--- src/hw/rtl/dssl_pkg.sv ---
// dssl_pkg: shared types, constants and helper functions of the dual servo slew limiter
// no dependencies; used by dual_servo_slew_limiter
package dssl_pkg;

	// angle word width, 0.01 degree units
	localparam int unsigned AngW   = 15;
	localparam int unsigned RawW   = 16;
	localparam int unsigned DegW   = 8;
	localparam int unsigned CfgIdxW = 3;
	localparam int unsigned ProdW  = 2 * AngW;
	localparam int unsigned DivCntW = 4;

	localparam logic [AngW-1:0] FullScale = AngW'(18000);
	localparam logic [AngW-1:0] HomeAngle = AngW'(9000);

	// register reset values
	localparam logic [AngW-1:0] RstLimMin    = AngW'(0);
	localparam logic [AngW-1:0] RstLimMax    = AngW'(18000);
	localparam logic [AngW-1:0] RstSmallDiff = AngW'(200);
	localparam logic [AngW-1:0] RstLargeDiff = AngW'(2000);
	localparam logic [AngW-1:0] RstSmallStep = AngW'(50);
	localparam logic [AngW-1:0] RstLargeStep = AngW'(300);

	// x / 100 as (x * 5243) >> 19, exact for x below 43690
	localparam int unsigned    RecipW     = 13;
	localparam logic [RecipW-1:0] Recip100 = RecipW'(5243);
	localparam int unsigned    RecipShift = 19;

	// configuration register indexes
	typedef enum logic [CfgIdxW-1:0] {
		REG_LIMIT_A_MIN = 3'd0,
		REG_LIMIT_A_MAX = 3'd1,
		REG_LIMIT_B_MIN = 3'd2,
		REG_LIMIT_B_MAX = 3'd3,
		REG_SMALL_DIFF  = 3'd4,
		REG_LARGE_DIFF  = 3'd5,
		REG_SMALL_STEP  = 3'd6,
		REG_LARGE_STEP  = 3'd7
	} cfg_reg_t;

	// input command codes
	typedef enum logic {
		CMD_LOAD = 1'b0,
		CMD_TICK = 1'b1
	} cmd_t;

	// sequencer states
	typedef enum logic [2:0] {
		ST_IDLE,
		ST_LOAD,
		ST_DIST,
		ST_MUL,
		ST_DIV,
		ST_APPLY,
		ST_OUT
	} state_t;

	// scale raw request by ten, clamp, mirror around full scale
	function automatic logic [AngW-1:0] make_target(
		input logic [RawW-1:0] raw,
		input logic [AngW-1:0] lo,
		input logic [AngW-1:0] hi
	);
		logic [RawW+3:0] scaled;
		logic [AngW-1:0] c;
		scaled = {1'b0, raw, 3'b000} + {3'b000, raw, 1'b0};
		if (scaled < {5'd0, lo})
			c = lo;
		else if (scaled > {5'd0, hi})
			c = hi;
		else
			c = scaled[AngW-1:0];
		if (c >= FullScale)
			make_target = '0;
		else
			make_target = FullScale - c;
	endfunction

	// whole degrees, truncated, low eight bits
	function automatic logic [DegW-1:0] to_deg(input logic [AngW-1:0] x);
		logic [AngW+RecipW-1:0] p;
		p = AngW'(x) * Recip100;
		to_deg = p[RecipShift +: DegW];
	endfunction

endpackage

--- src/hw/rtl/dual_servo_slew_limiter.sv ---
// dual_servo_slew_limiter: two-channel servo target load and slew limiting
// depends on dssl_pkg (types, constants, target and degree helpers)
// sequence: a load word sets both targets (LOAD, then OUT); a tick word steps channel A,
// then B, each through DIST and APPLY, with a multiply, then a 15-step shift-subtract
// divider shared by both channels, between them when its step is interpolated; one word
// at a time, the next taken once the last result is registered, later while m_tready is low
// reset: configuration registers to their documented values, targets and positions 90 degrees
module dual_servo_slew_limiter (
	input  logic        clk,
	input  logic        arst_n,
	// input words
	input  logic        s_tvalid,
	output logic        s_tready,
	input  logic [31:0] s_tdata,   // [15:0] angle_a_raw, [31:16] angle_b_raw
	input  logic        s_tuser,   // [0] command
	// result words
	output logic        m_tvalid,
	input  logic        m_tready,
	output logic [15:0] m_tdata,   // [7:0] position_a_deg, [15:8] position_b_deg
	// configuration writes
	input  logic        cfg_we,
	input  logic [2:0]  cfg_index,
	input  logic [14:0] cfg_data
);

	localparam int unsigned AW = dssl_pkg::AngW;

	dssl_pkg::state_t state_q, state_nxt;

	// configuration registers
	logic [AW-1:0] lim_a_min_q, lim_a_max_q, lim_b_min_q, lim_b_max_q;
	logic [AW-1:0] small_diff_q, large_diff_q, small_step_q, large_step_q;

	// channel state
	logic [AW-1:0] target_a_q, target_b_q, current_a_q, current_b_q;

	// work registers
	logic [dssl_pkg::RawW-1:0] raw_a_q, raw_b_q;
	logic                      ch_q;
	logic [AW-1:0]             dist_q, step_q, den_q, rem_q, quo_q;
	logic                      up_q, blend_q, neg_q;
	logic [dssl_pkg::DivCntW-1:0] div_cnt_q;
	logic                      out_valid_q;
	logic [15:0]               out_data_q;

	// control
	logic accept, out_free, div_last;
	logic dist_small, dist_large;

	// datapath signals
	logic [AW-1:0] cur_sel, tgt_sel, dist_now;
	logic [AW-1:0] step_mag, offset;
	logic [dssl_pkg::ProdW-1:0] prod;
	logic [AW:0]   div_sh, div_trial;
	logic          div_bit;
	logic [AW:0]   blended;
	logic [AW-1:0] step_use, cur_next;

	// configuration write
	always_ff @(posedge clk or negedge arst_n) begin
		if (!arst_n) begin
			lim_a_min_q  <= dssl_pkg::RstLimMin;
			lim_a_max_q  <= dssl_pkg::RstLimMax;
			lim_b_min_q  <= dssl_pkg::RstLimMin;
			lim_b_max_q  <= dssl_pkg::RstLimMax;
			small_diff_q <= dssl_pkg::RstSmallDiff;
			large_diff_q <= dssl_pkg::RstLargeDiff;
			small_step_q <= dssl_pkg::RstSmallStep;
			large_step_q <= dssl_pkg::RstLargeStep;
		end else if (cfg_we) begin
			unique case (dssl_pkg::cfg_reg_t'(cfg_index))
				dssl_pkg::REG_LIMIT_A_MIN: lim_a_min_q  <= cfg_data;
				dssl_pkg::REG_LIMIT_A_MAX: lim_a_max_q  <= cfg_data;
				dssl_pkg::REG_LIMIT_B_MIN: lim_b_min_q  <= cfg_data;
				dssl_pkg::REG_LIMIT_B_MAX: lim_b_max_q  <= cfg_data;
				dssl_pkg::REG_SMALL_DIFF:  small_diff_q <= cfg_data;
				dssl_pkg::REG_LARGE_DIFF:  large_diff_q <= cfg_data;
				dssl_pkg::REG_SMALL_STEP:  small_step_q <= cfg_data;
				dssl_pkg::REG_LARGE_STEP:  large_step_q <= cfg_data;
				default: ;
			endcase
		end
	end

	// channel select and distance
	assign cur_sel    = ch_q ? current_b_q : current_a_q;
	assign tgt_sel    = ch_q ? target_b_q : target_a_q;
	assign dist_now   = (tgt_sel > cur_sel) ? tgt_sel - cur_sel : cur_sel - tgt_sel;
	assign dist_small = dist_now <= small_diff_q;
	assign dist_large = dist_now > large_diff_q;

	// blend numerator magnitude and sign
	assign step_mag = (large_step_q < small_step_q) ? small_step_q - large_step_q
	                                                : large_step_q - small_step_q;
	assign offset   = dist_q - small_diff_q;
	assign prod     = step_mag * offset;

	// one restoring divide step
	assign div_sh    = {rem_q, quo_q[AW-1]};
	assign div_trial = div_sh - {1'b0, den_q};
	assign div_bit   = div_sh >= {1'b0, den_q};
	assign div_last  = div_cnt_q == dssl_pkg::DivCntW'(AW - 1);

	// step and position update
	assign blended  = neg_q ? {1'b0, small_step_q} - {1'b0, quo_q}
	                        : {1'b0, small_step_q} + {1'b0, quo_q};
	assign step_use = blend_q ? blended[AW-1:0] : step_q;
	assign cur_next = (dist_q <= step_use) ? tgt_sel
	                : (up_q ? cur_sel + step_use : cur_sel - step_use);

	assign out_free = !out_valid_q || m_tready;

	// next state
	always_comb begin
		state_nxt = state_q;
		unique case (state_q)
			dssl_pkg::ST_IDLE:
				if (s_tvalid)
					state_nxt = (dssl_pkg::cmd_t'(s_tuser) == dssl_pkg::CMD_LOAD)
					          ? dssl_pkg::ST_LOAD : dssl_pkg::ST_DIST;
			dssl_pkg::ST_LOAD:
				state_nxt = dssl_pkg::ST_OUT;
			dssl_pkg::ST_DIST:
				state_nxt = (dist_small || dist_large) ? dssl_pkg::ST_APPLY : dssl_pkg::ST_MUL;
			dssl_pkg::ST_MUL:
				state_nxt = dssl_pkg::ST_DIV;
			dssl_pkg::ST_DIV:
				if (div_last)
					state_nxt = dssl_pkg::ST_APPLY;
			dssl_pkg::ST_APPLY:
				state_nxt = ch_q ? dssl_pkg::ST_OUT : dssl_pkg::ST_DIST;
			dssl_pkg::ST_OUT:
				if (out_free)
					state_nxt = dssl_pkg::ST_IDLE;
			default:
				state_nxt = dssl_pkg::ST_IDLE;
		endcase
	end

	// outputs of the sequencer
	always_comb begin
		s_tready = state_q == dssl_pkg::ST_IDLE;
		accept   = s_tready && s_tvalid;
	end

	always_ff @(posedge clk or negedge arst_n) begin
		if (!arst_n)
			state_q <= dssl_pkg::ST_IDLE;
		else
			state_q <= state_nxt;
	end

	// channel state and work registers
	always_ff @(posedge clk or negedge arst_n) begin
		if (!arst_n) begin
			target_a_q  <= dssl_pkg::HomeAngle;
			target_b_q  <= dssl_pkg::HomeAngle;
			current_a_q <= dssl_pkg::HomeAngle;
			current_b_q <= dssl_pkg::HomeAngle;
			ch_q        <= 1'b0;
			div_cnt_q   <= '0;
		end else begin
			case (state_q)
				dssl_pkg::ST_LOAD: begin
					target_a_q <= dssl_pkg::make_target(raw_a_q, lim_a_min_q, lim_a_max_q);
					target_b_q <= dssl_pkg::make_target(raw_b_q, lim_b_min_q, lim_b_max_q);
				end
				dssl_pkg::ST_MUL:
					div_cnt_q <= '0;
				dssl_pkg::ST_DIV:
					div_cnt_q <= div_cnt_q + dssl_pkg::DivCntW'(1);
				dssl_pkg::ST_APPLY: begin
					if (ch_q)
						current_b_q <= cur_next;
					else
						current_a_q <= cur_next;
					ch_q <= !ch_q;
				end
				default: ;
			endcase
		end
	end

	// payload registers
	always_ff @(posedge clk) begin
		if (accept) begin
			raw_a_q <= s_tdata[15:0];
			raw_b_q <= s_tdata[31:16];
		end
		case (state_q)
			dssl_pkg::ST_DIST: begin
				dist_q  <= dist_now;
				up_q    <= tgt_sel > cur_sel;
				blend_q <= !(dist_small || dist_large);
				step_q  <= dist_small ? small_step_q : large_step_q;
			end
			dssl_pkg::ST_MUL: begin
				// quotient fits 15 bits, so the upper half seeds the remainder
				rem_q <= prod[dssl_pkg::ProdW-1:AW];
				quo_q <= prod[AW-1:0];
				den_q <= large_diff_q - small_diff_q;
				neg_q <= large_step_q < small_step_q;
			end
			dssl_pkg::ST_DIV: begin
				rem_q <= div_bit ? div_trial[AW-1:0] : div_sh[AW-1:0];
				quo_q <= {quo_q[AW-2:0], div_bit};
			end
			default: ;
		endcase
	end

	// result register
	always_ff @(posedge clk or negedge arst_n) begin
		if (!arst_n)
			out_valid_q <= 1'b0;
		else if (state_q == dssl_pkg::ST_OUT && out_free)
			out_valid_q <= 1'b1;
		else if (m_tready)
			out_valid_q <= 1'b0;
	end

	always_ff @(posedge clk) begin
		if (state_q == dssl_pkg::ST_OUT && out_free)
			out_data_q <= {dssl_pkg::to_deg(current_b_q), dssl_pkg::to_deg(current_a_q)};
	end

	assign m_tvalid = out_valid_q;
	assign m_tdata  = out_data_q;

endmodule

--- config.mk ---
export PLATFORM = sky130hd
export DESIGN_NAME = dual_servo_slew_limiter
export DESIGN_NICKNAME = d
export VERILOG_FILES = /design/src/hw/rtl/dssl_pkg.sv /design/src/hw/rtl/dual_servo_slew_limiter.sv
export SDC_FILE = /design/constraint.sdc
export NUM_CORES = 2
export LEC_CHECK = 0
export ABC_AREA = 1
export BUFFER_PORTS_ARGS = -buffer_cell sky130_fd_sc_hd__clkbuf_2
export CORE_MARGIN = 5
export CORE_UTILIZATION = 50
export CTS_BUF_LIST = sky130_fd_sc_hd__clkbuf_4 sky130_fd_sc_hd__clkbuf_8 sky130_fd_sc_hd__clkbuf_16
export CTS_CLUSTER_DIAMETER = 30
export DETAILED_ROUTE_END_ITERATION = 8
export PLACE_DENSITY_LB_ADDON = 0.25
export SYNTH_ARGS = -nofsm -noshare
export SYNTH_HDL_FRONTEND = slang
export SYNTH_SLANG_ARGS = --single-unit
--- constraint.sdc ---
create_clock -name clk -period 9.14 [get_ports clk]
set_input_delay 1.371 -clock clk [delete_from_list [all_inputs] [get_ports clk]]
set_output_delay 1.371 -clock clk [all_outputs]
set_load 0.01 [all_outputs]
== Word level (Yosys, flattened, before mapping) ==
Index checks and enable logic that the tools add are counted.

* Register bits after elaboration: 315
* Input port bits: 56
* Output and inout bits: 18
* Word-level logic and storage cells: 128

* Add/subtract/negate cells: 16
* Multipliers: 3
* $lt $le $gt $ge: 12
* Eq/ne operators: 17
* Muxes and demuxes: 30
* Bitwise gates (word level): 1
* Reduce and logical (&&, ||, !) cells: 22

{| class="wikitable"
|+ Operators with widths
! kind !! count
|-
| 15-bit two-way mux || 18
|-
| 15-bit subtractor || 9
|-
| 15-bit case mux with 2 select lines || 2
|-
| 15-bit by 13-bit multiplier with 27-bit output, second input constant || 2
|-
| 19-bit by 17-bit adder with 20-bit output || 2
|-
| 20-bit by 15-bit greater-than comparator with 1-bit output || 2
|-
| 20-bit by 15-bit < comparator with 1-bit output || 2
|-
| 15-bit adder || 2
|-
| 15-bit >= comparator, second input constant || 2
|-
| 15-bit greater-than comparator || 2
|-
| 15-bit <= comparator || 2
|-
| 15-bit by 15-bit multiplier with 30-bit output || 1
|-
| 15-bit subtractor, first input constant || 2
|-
| 3-bit == test, second input constant || 7
|-
| 3-bit case mux with 7 select lines || 1
|-
| 2-bit AND reduction || 10
|-
| 16-bit by 15-bit >= comparator with 1-bit output || 1
|-
| 15-bit < comparator || 1
|-
| 3-bit two-way mux || 5
|-
| 3-bit by 2-bit == test with 1-bit output, second input constant || 4
|-
| 4-bit case mux with 2 select lines || 1
|-
| 3-bit by 1-bit == test with 1-bit output, second input constant || 2
|-
| 3-bit logical NOT || 2
|-
| 2-bit inequality test, second input constant || 3
|-
| 10 further kinds || 16
|}

== Logic depth before layout (Yosys ltp) ==
* Depth in word-level cells: 7
* Depth in mapped cells: 47
* Depth with buffers taken out: 45

== Worst setup path after synthesis ==
OpenSTA, ideal clock, no wires.

* Kind: register to register
* From: register small_step_q[1]
* To: register rem_q[12] (data pin)
* Library setup time: 256 ps
* Arrival time: 7,905 ps
* Required time: 8,884 ps
* Path slack: 979 ps
* Cell stages (with the launch flop): 43
* Buffers on the path: 2
* Clock period less this slack: 8,161 ps
* Path through: dfstp_2 inv_1 ha_1 nand2_1 o21ai_0 nand3_1 nand2_1 a21boi_0 inv_1 nand3_1 o2111ai_2 clkbuf_1 o21ai_0 xor2_1 clkbuf_1 nor2_1 fa_1 inv_1 [7 not listed] inv_1 fa_1 inv_1 ha_1 nand2_1 o21ai_0 nand2_1 nand2_1 nand2_1 nand2_1 inv_1 o21ai_0 inv_1 o21ai_0 nand3_1 nand2_1 nand2_1 a31o_2

* Longest elaborated chain between the ends: 4
* Elaborated cells between the ends (all ways): 6

{| class="wikitable"
|+ RTL lines
! element !! RTL line !! text
|-
| start: declaration || dual_servo_slew_limiter.sv:32 || <nowiki>logic [AW-1:0] small_diff_q, large_diff_q, small_step_q, large_step_q;</nowiki>
|-
| start signal: assignment || dual_servo_slew_limiter.sv:68 || <nowiki>small_step_q <= dssl_pkg::RstSmallStep;</nowiki>
|-
| start signal: assignment || dual_servo_slew_limiter.sv:78 || <nowiki>dssl_pkg::REG_SMALL_STEP: small_step_q <= cfg_data;</nowiki>
|-
| 15-bit subtractor (tied with other cells) || dual_servo_slew_limiter.sv:94 || <nowiki>: large_step_q - small_step_q;</nowiki>
|-
| 15-bit two-way mux * || dual_servo_slew_limiter.sv:93 || <nowiki>assign step_mag = (large_step_q < small_step_q) ? small_step_q - large_step_q</nowiki>
|-
| 15-bit by 15-bit multiplier with 30-bit output * || dual_servo_slew_limiter.sv:96 || <nowiki>assign prod = step_mag * offset;</nowiki>
|-
| 15-bit case mux with 2 select lines * || dual_servo_slew_limiter.sv:190 || <nowiki>case (state_q)</nowiki>
|-
| end signal: assignment || dual_servo_slew_limiter.sv:199 || <nowiki>rem_q <= prod[dssl_pkg::ProdW-1:AW];</nowiki>
|-
| end signal: assignment || dual_servo_slew_limiter.sv:205 || <nowiki>rem_q <= div_bit ? div_trial[AW-1:0] : div_sh[AW-1:0];</nowiki>
|-
| end: declaration || dual_servo_slew_limiter.sv:40 || <nowiki>logic [AW-1:0] dist_q, step_q, den_q, rem_q, quo_q;</nowiki>
|}

Mark *: on every way between the ends. The rest lies on a longest branch, timed or not.
A chain may end at the register's enable or synchronous reset.

== Worst setup path in the final report ==
* From: register small_diff_q[0]
* To: register rem_q[13] (data pin)

* Longest elaborated chain between the ends: 3

{| class="wikitable"
|+ RTL lines
! element !! RTL line !! text
|-
| start: declaration || dual_servo_slew_limiter.sv:32 ||
|-
| start signal: assignment || dual_servo_slew_limiter.sv:66 || <nowiki>small_diff_q <= dssl_pkg::RstSmallDiff;</nowiki>
|-
| start signal: assignment || dual_servo_slew_limiter.sv:76 || <nowiki>dssl_pkg::REG_SMALL_DIFF: small_diff_q <= cfg_data;</nowiki>
|-
| 15-bit subtractor || dual_servo_slew_limiter.sv:95 || <nowiki>assign offset = dist_q - small_diff_q;</nowiki>
|-
| 15-bit by 15-bit multiplier with 30-bit output || dual_servo_slew_limiter.sv:96 ||
|-
| 15-bit case mux with 2 select lines || dual_servo_slew_limiter.sv:190 ||
|}

No other way between the ends.

==> out/qor.csv <==
metric;value;unit
clock slew seen by the registers of the worst setup and hold paths;50;ps
die outline width;290;um
crit path launch;small_diff_q[0];
most common cell after layout, fill and taps aside;nand2_1;
Antenna Violating Nets Remaining;0;
DIE AREA;84000;sq um
routed wire length;105;mm
number of buffers inserted during clock tree synthesis;85;
maximum clock frequency;117;MHz
Yosys reg bits;315;
hold crit path type;reg2reg;
number of primary I/O pins;74;
starting density of the core;0.504;
Worst Setup End Kind;register;
register-to-register setup slack;590;ps
classification of the worst setup path;reg2reg;
maximum number of pins on one net before global-route repair;74;
pins over their slew limit;0;
mapped cell area;39100;sq um
number of warnings issued by yosys;0;
proportion of layout cells with a drive suffix above 1;0.0776;
slowest CP cell;fa_1;
Core Rows;102;
H-tree lvl count;3;
Yosys cell types;64;
Detailed Place HPWL;85.2;mm
data arrival time of the worst path;8890;ps
cell type contributing the most total cell area after synthesis;ha_1;
worst setup path endpoint;rem_q[13];
setup bufs post-CTS;0;
Tot GR Track Use;0.255;
CTS Hold Buffers Added;0;
Final Instance Count excl. Fillers;6193;
vias in the first global route;32600;
insertion delay of the later-clocked pin in the worst-skew pair;650;ps
Num Clock Sinks;315;
routed length per placed instance;16.9;um
clock skew;74.0;ps
RSZ-0062 raised after global routing;false;
cell count after placement;6034;
global-route wire length before repair;171;mm
cell seen most often among critical-path stages;nand2_1;
RePlAce Congestion;0.957;
DRC Markers;0;
# port buffers;73;
worst slack at placement;353;ps
share of the cycle needed by the critical path after routing;0.935;
number of cells on the worst reg-to-reg path;41;
remaining global-route overflow;0;
Final setup viols;0;
net count of the finished layout;6006;
clock period minus worst slack;8550;ps
final hold violations;0;
Fin Setup TNS;0;ps
predominant post-synthesis flop cell;dfrtp_1;
core utilization of the finished layout;0.563;
RR Startpoint;small_diff_q[0];
vias per std cell;5.24;
Avg Synthesized Cell Area;7.85;sq um
most used cells in the layout excluding fill and tap cells;nand2_1 (1092), inv_1 (972), ha_1 (555);
crit path launch type;register;
largest fanout on the critical path;5;
max capacitance violation total;0;
ranking of synthesized cells by area;ha_1 (18%), fa_1 (16%), nand2_1 (10%);
number of search-and-repair iterations in the first detailed-routing pass;5;
number of flops mapped to enable cells by yosys;126;
slew at the pin closest to its max-slew limit;1140;ps
worst reg2reg endpoint;rem_q[13];
worst slew slack as a fraction of its limit;0.238;
core outline area;77600;sq um
Largest stage delay, worst path;560;ps
TritonCTS clock tree;done;
Layout area overhead;11.7;%
post-synthesis net count;5911;
outcome;finished clean;
number of vias after detailed routing;32500;
proportion of synthesized flip-flops having asynchronous set or reset;0.600;
fill cell total of the finished layout;7340;
antenna violations before repair;3;
Worst Hold Depth;2;
deepest clock path buffer count;3;
area share of the largest cell type after synthesis;0.177;
Clock Root Buffer;clkbuf_16;
final worst setup slack;592;ps
register area share after synthesis;0.219;
number of DRC markers in iteration 0;2293;
data required time of the worst path;9480;ps
chip height;290;um
synthesized netlist cell count;4986;
final cells by class:
| class | count | area (sq um) | area share |
|---|---|---|---|
| Clock inverter | 54 | 734 | 0.0168 |
| Sequential cell | 315 | 8570 | 0.196 |
| Clock buffer | 104 | 2320 | 0.0530 |
| Timing Repair Buffer | 108 | 637 | 0.0146 |
| Tap cell | 1040 | 1300 | 0.0298 |
| Inverter | 986 | 3700 | 0.0848 |
| Multi-Input combinational cell | 3585 | 26400 | 0.605 |
| Antenna cell | 1 | 2.50 | 0.0000572 |
synthesized netlist by cell type, types with 11 or more instances:
cell type,count
o21ai_2,22
nor3_1,35
nand3b_1,21
dfstp_2,46
o21ai_0,370
nor2_1,342
dfrtp_1,143
a31oi_1,15
clkbuf_1,79
xnor2_1,55
xor2_1,133
nand3_1,179
o21bai_1,15
nand2_1,1093
a21oi_1,240
o221ai_1,11
edfxtp_1,126
nand4_1,27
a21o_1,21
fa_1,314
o211ai_1,11
inv_1,973
ha_1,555
or2_2,23
metal layers:
layer | share of wire | vias up | GRT usage | wire [um]
met3 | 0.061 | 167 | 0.0378 | 6450
met2 | 0.47 | 910 | 0.427 | 48900
met5 | 0 | - | 0 | 0
met1 | 0.45 | 15300 | 0.350 | 46900
met4 | 0.026 | 0 | 0.0658 | 2700
li1 | - | 16100 | - | -
repair_timing:
item | in CTS | in global routing
setup endpoints to repair | 0 | 10
gates resized for setup | 0 | 6
endpoints found under the hold margin | 0 | 0
worst min path at each step:
| stage | startpoint | to | slack [ps] |
|---|---|---|---|
| floorplan | target_b_q[0] | target_b_q[0] | 450 |
| global placement | target_a_q[7] | target_a_q[7] | 460 |
| detailed placement | target_a_q[7] | target_a_q[7] | 460 |
| CTS | target_a_q[7] | target_a_q[7] | 470 |
| global route | target_a_q[5] | target_a_q[5] | 490 |
| finish | target_a_q[7] | target_a_q[7] | 470 |
critical path: cells and delay by family (launching register included):
family                     cells  cell delay, ps
adders and majority gates      9            4150
AOI/OAI and AO/OA              8            1130
and+or+nand+nor               16            1650
buffers and inverters          7             580
DFF                            1             430
xor gates and xnor gates       1             320
logic make-up after synthesis:
group,synth area share
compound gates,0.109
xor+xnor,0.0421
fa+ha+maj,0.338
buf+inv,0.106
flops,0.219
mux,0.000256
simple gates,0.185
metrics by stage:
stage               cell area (sq um)  hold WS, ps
finish                          43700          471
global route                    43700          492
CTS                             43700          473
detailed placement              40600          463
global placement                40600          459
floorplan                       39100          446
Power is left out: the tool's default activity adds up to more than one toggle a clock period on the data nets, which glitch-free logic cannot reach.
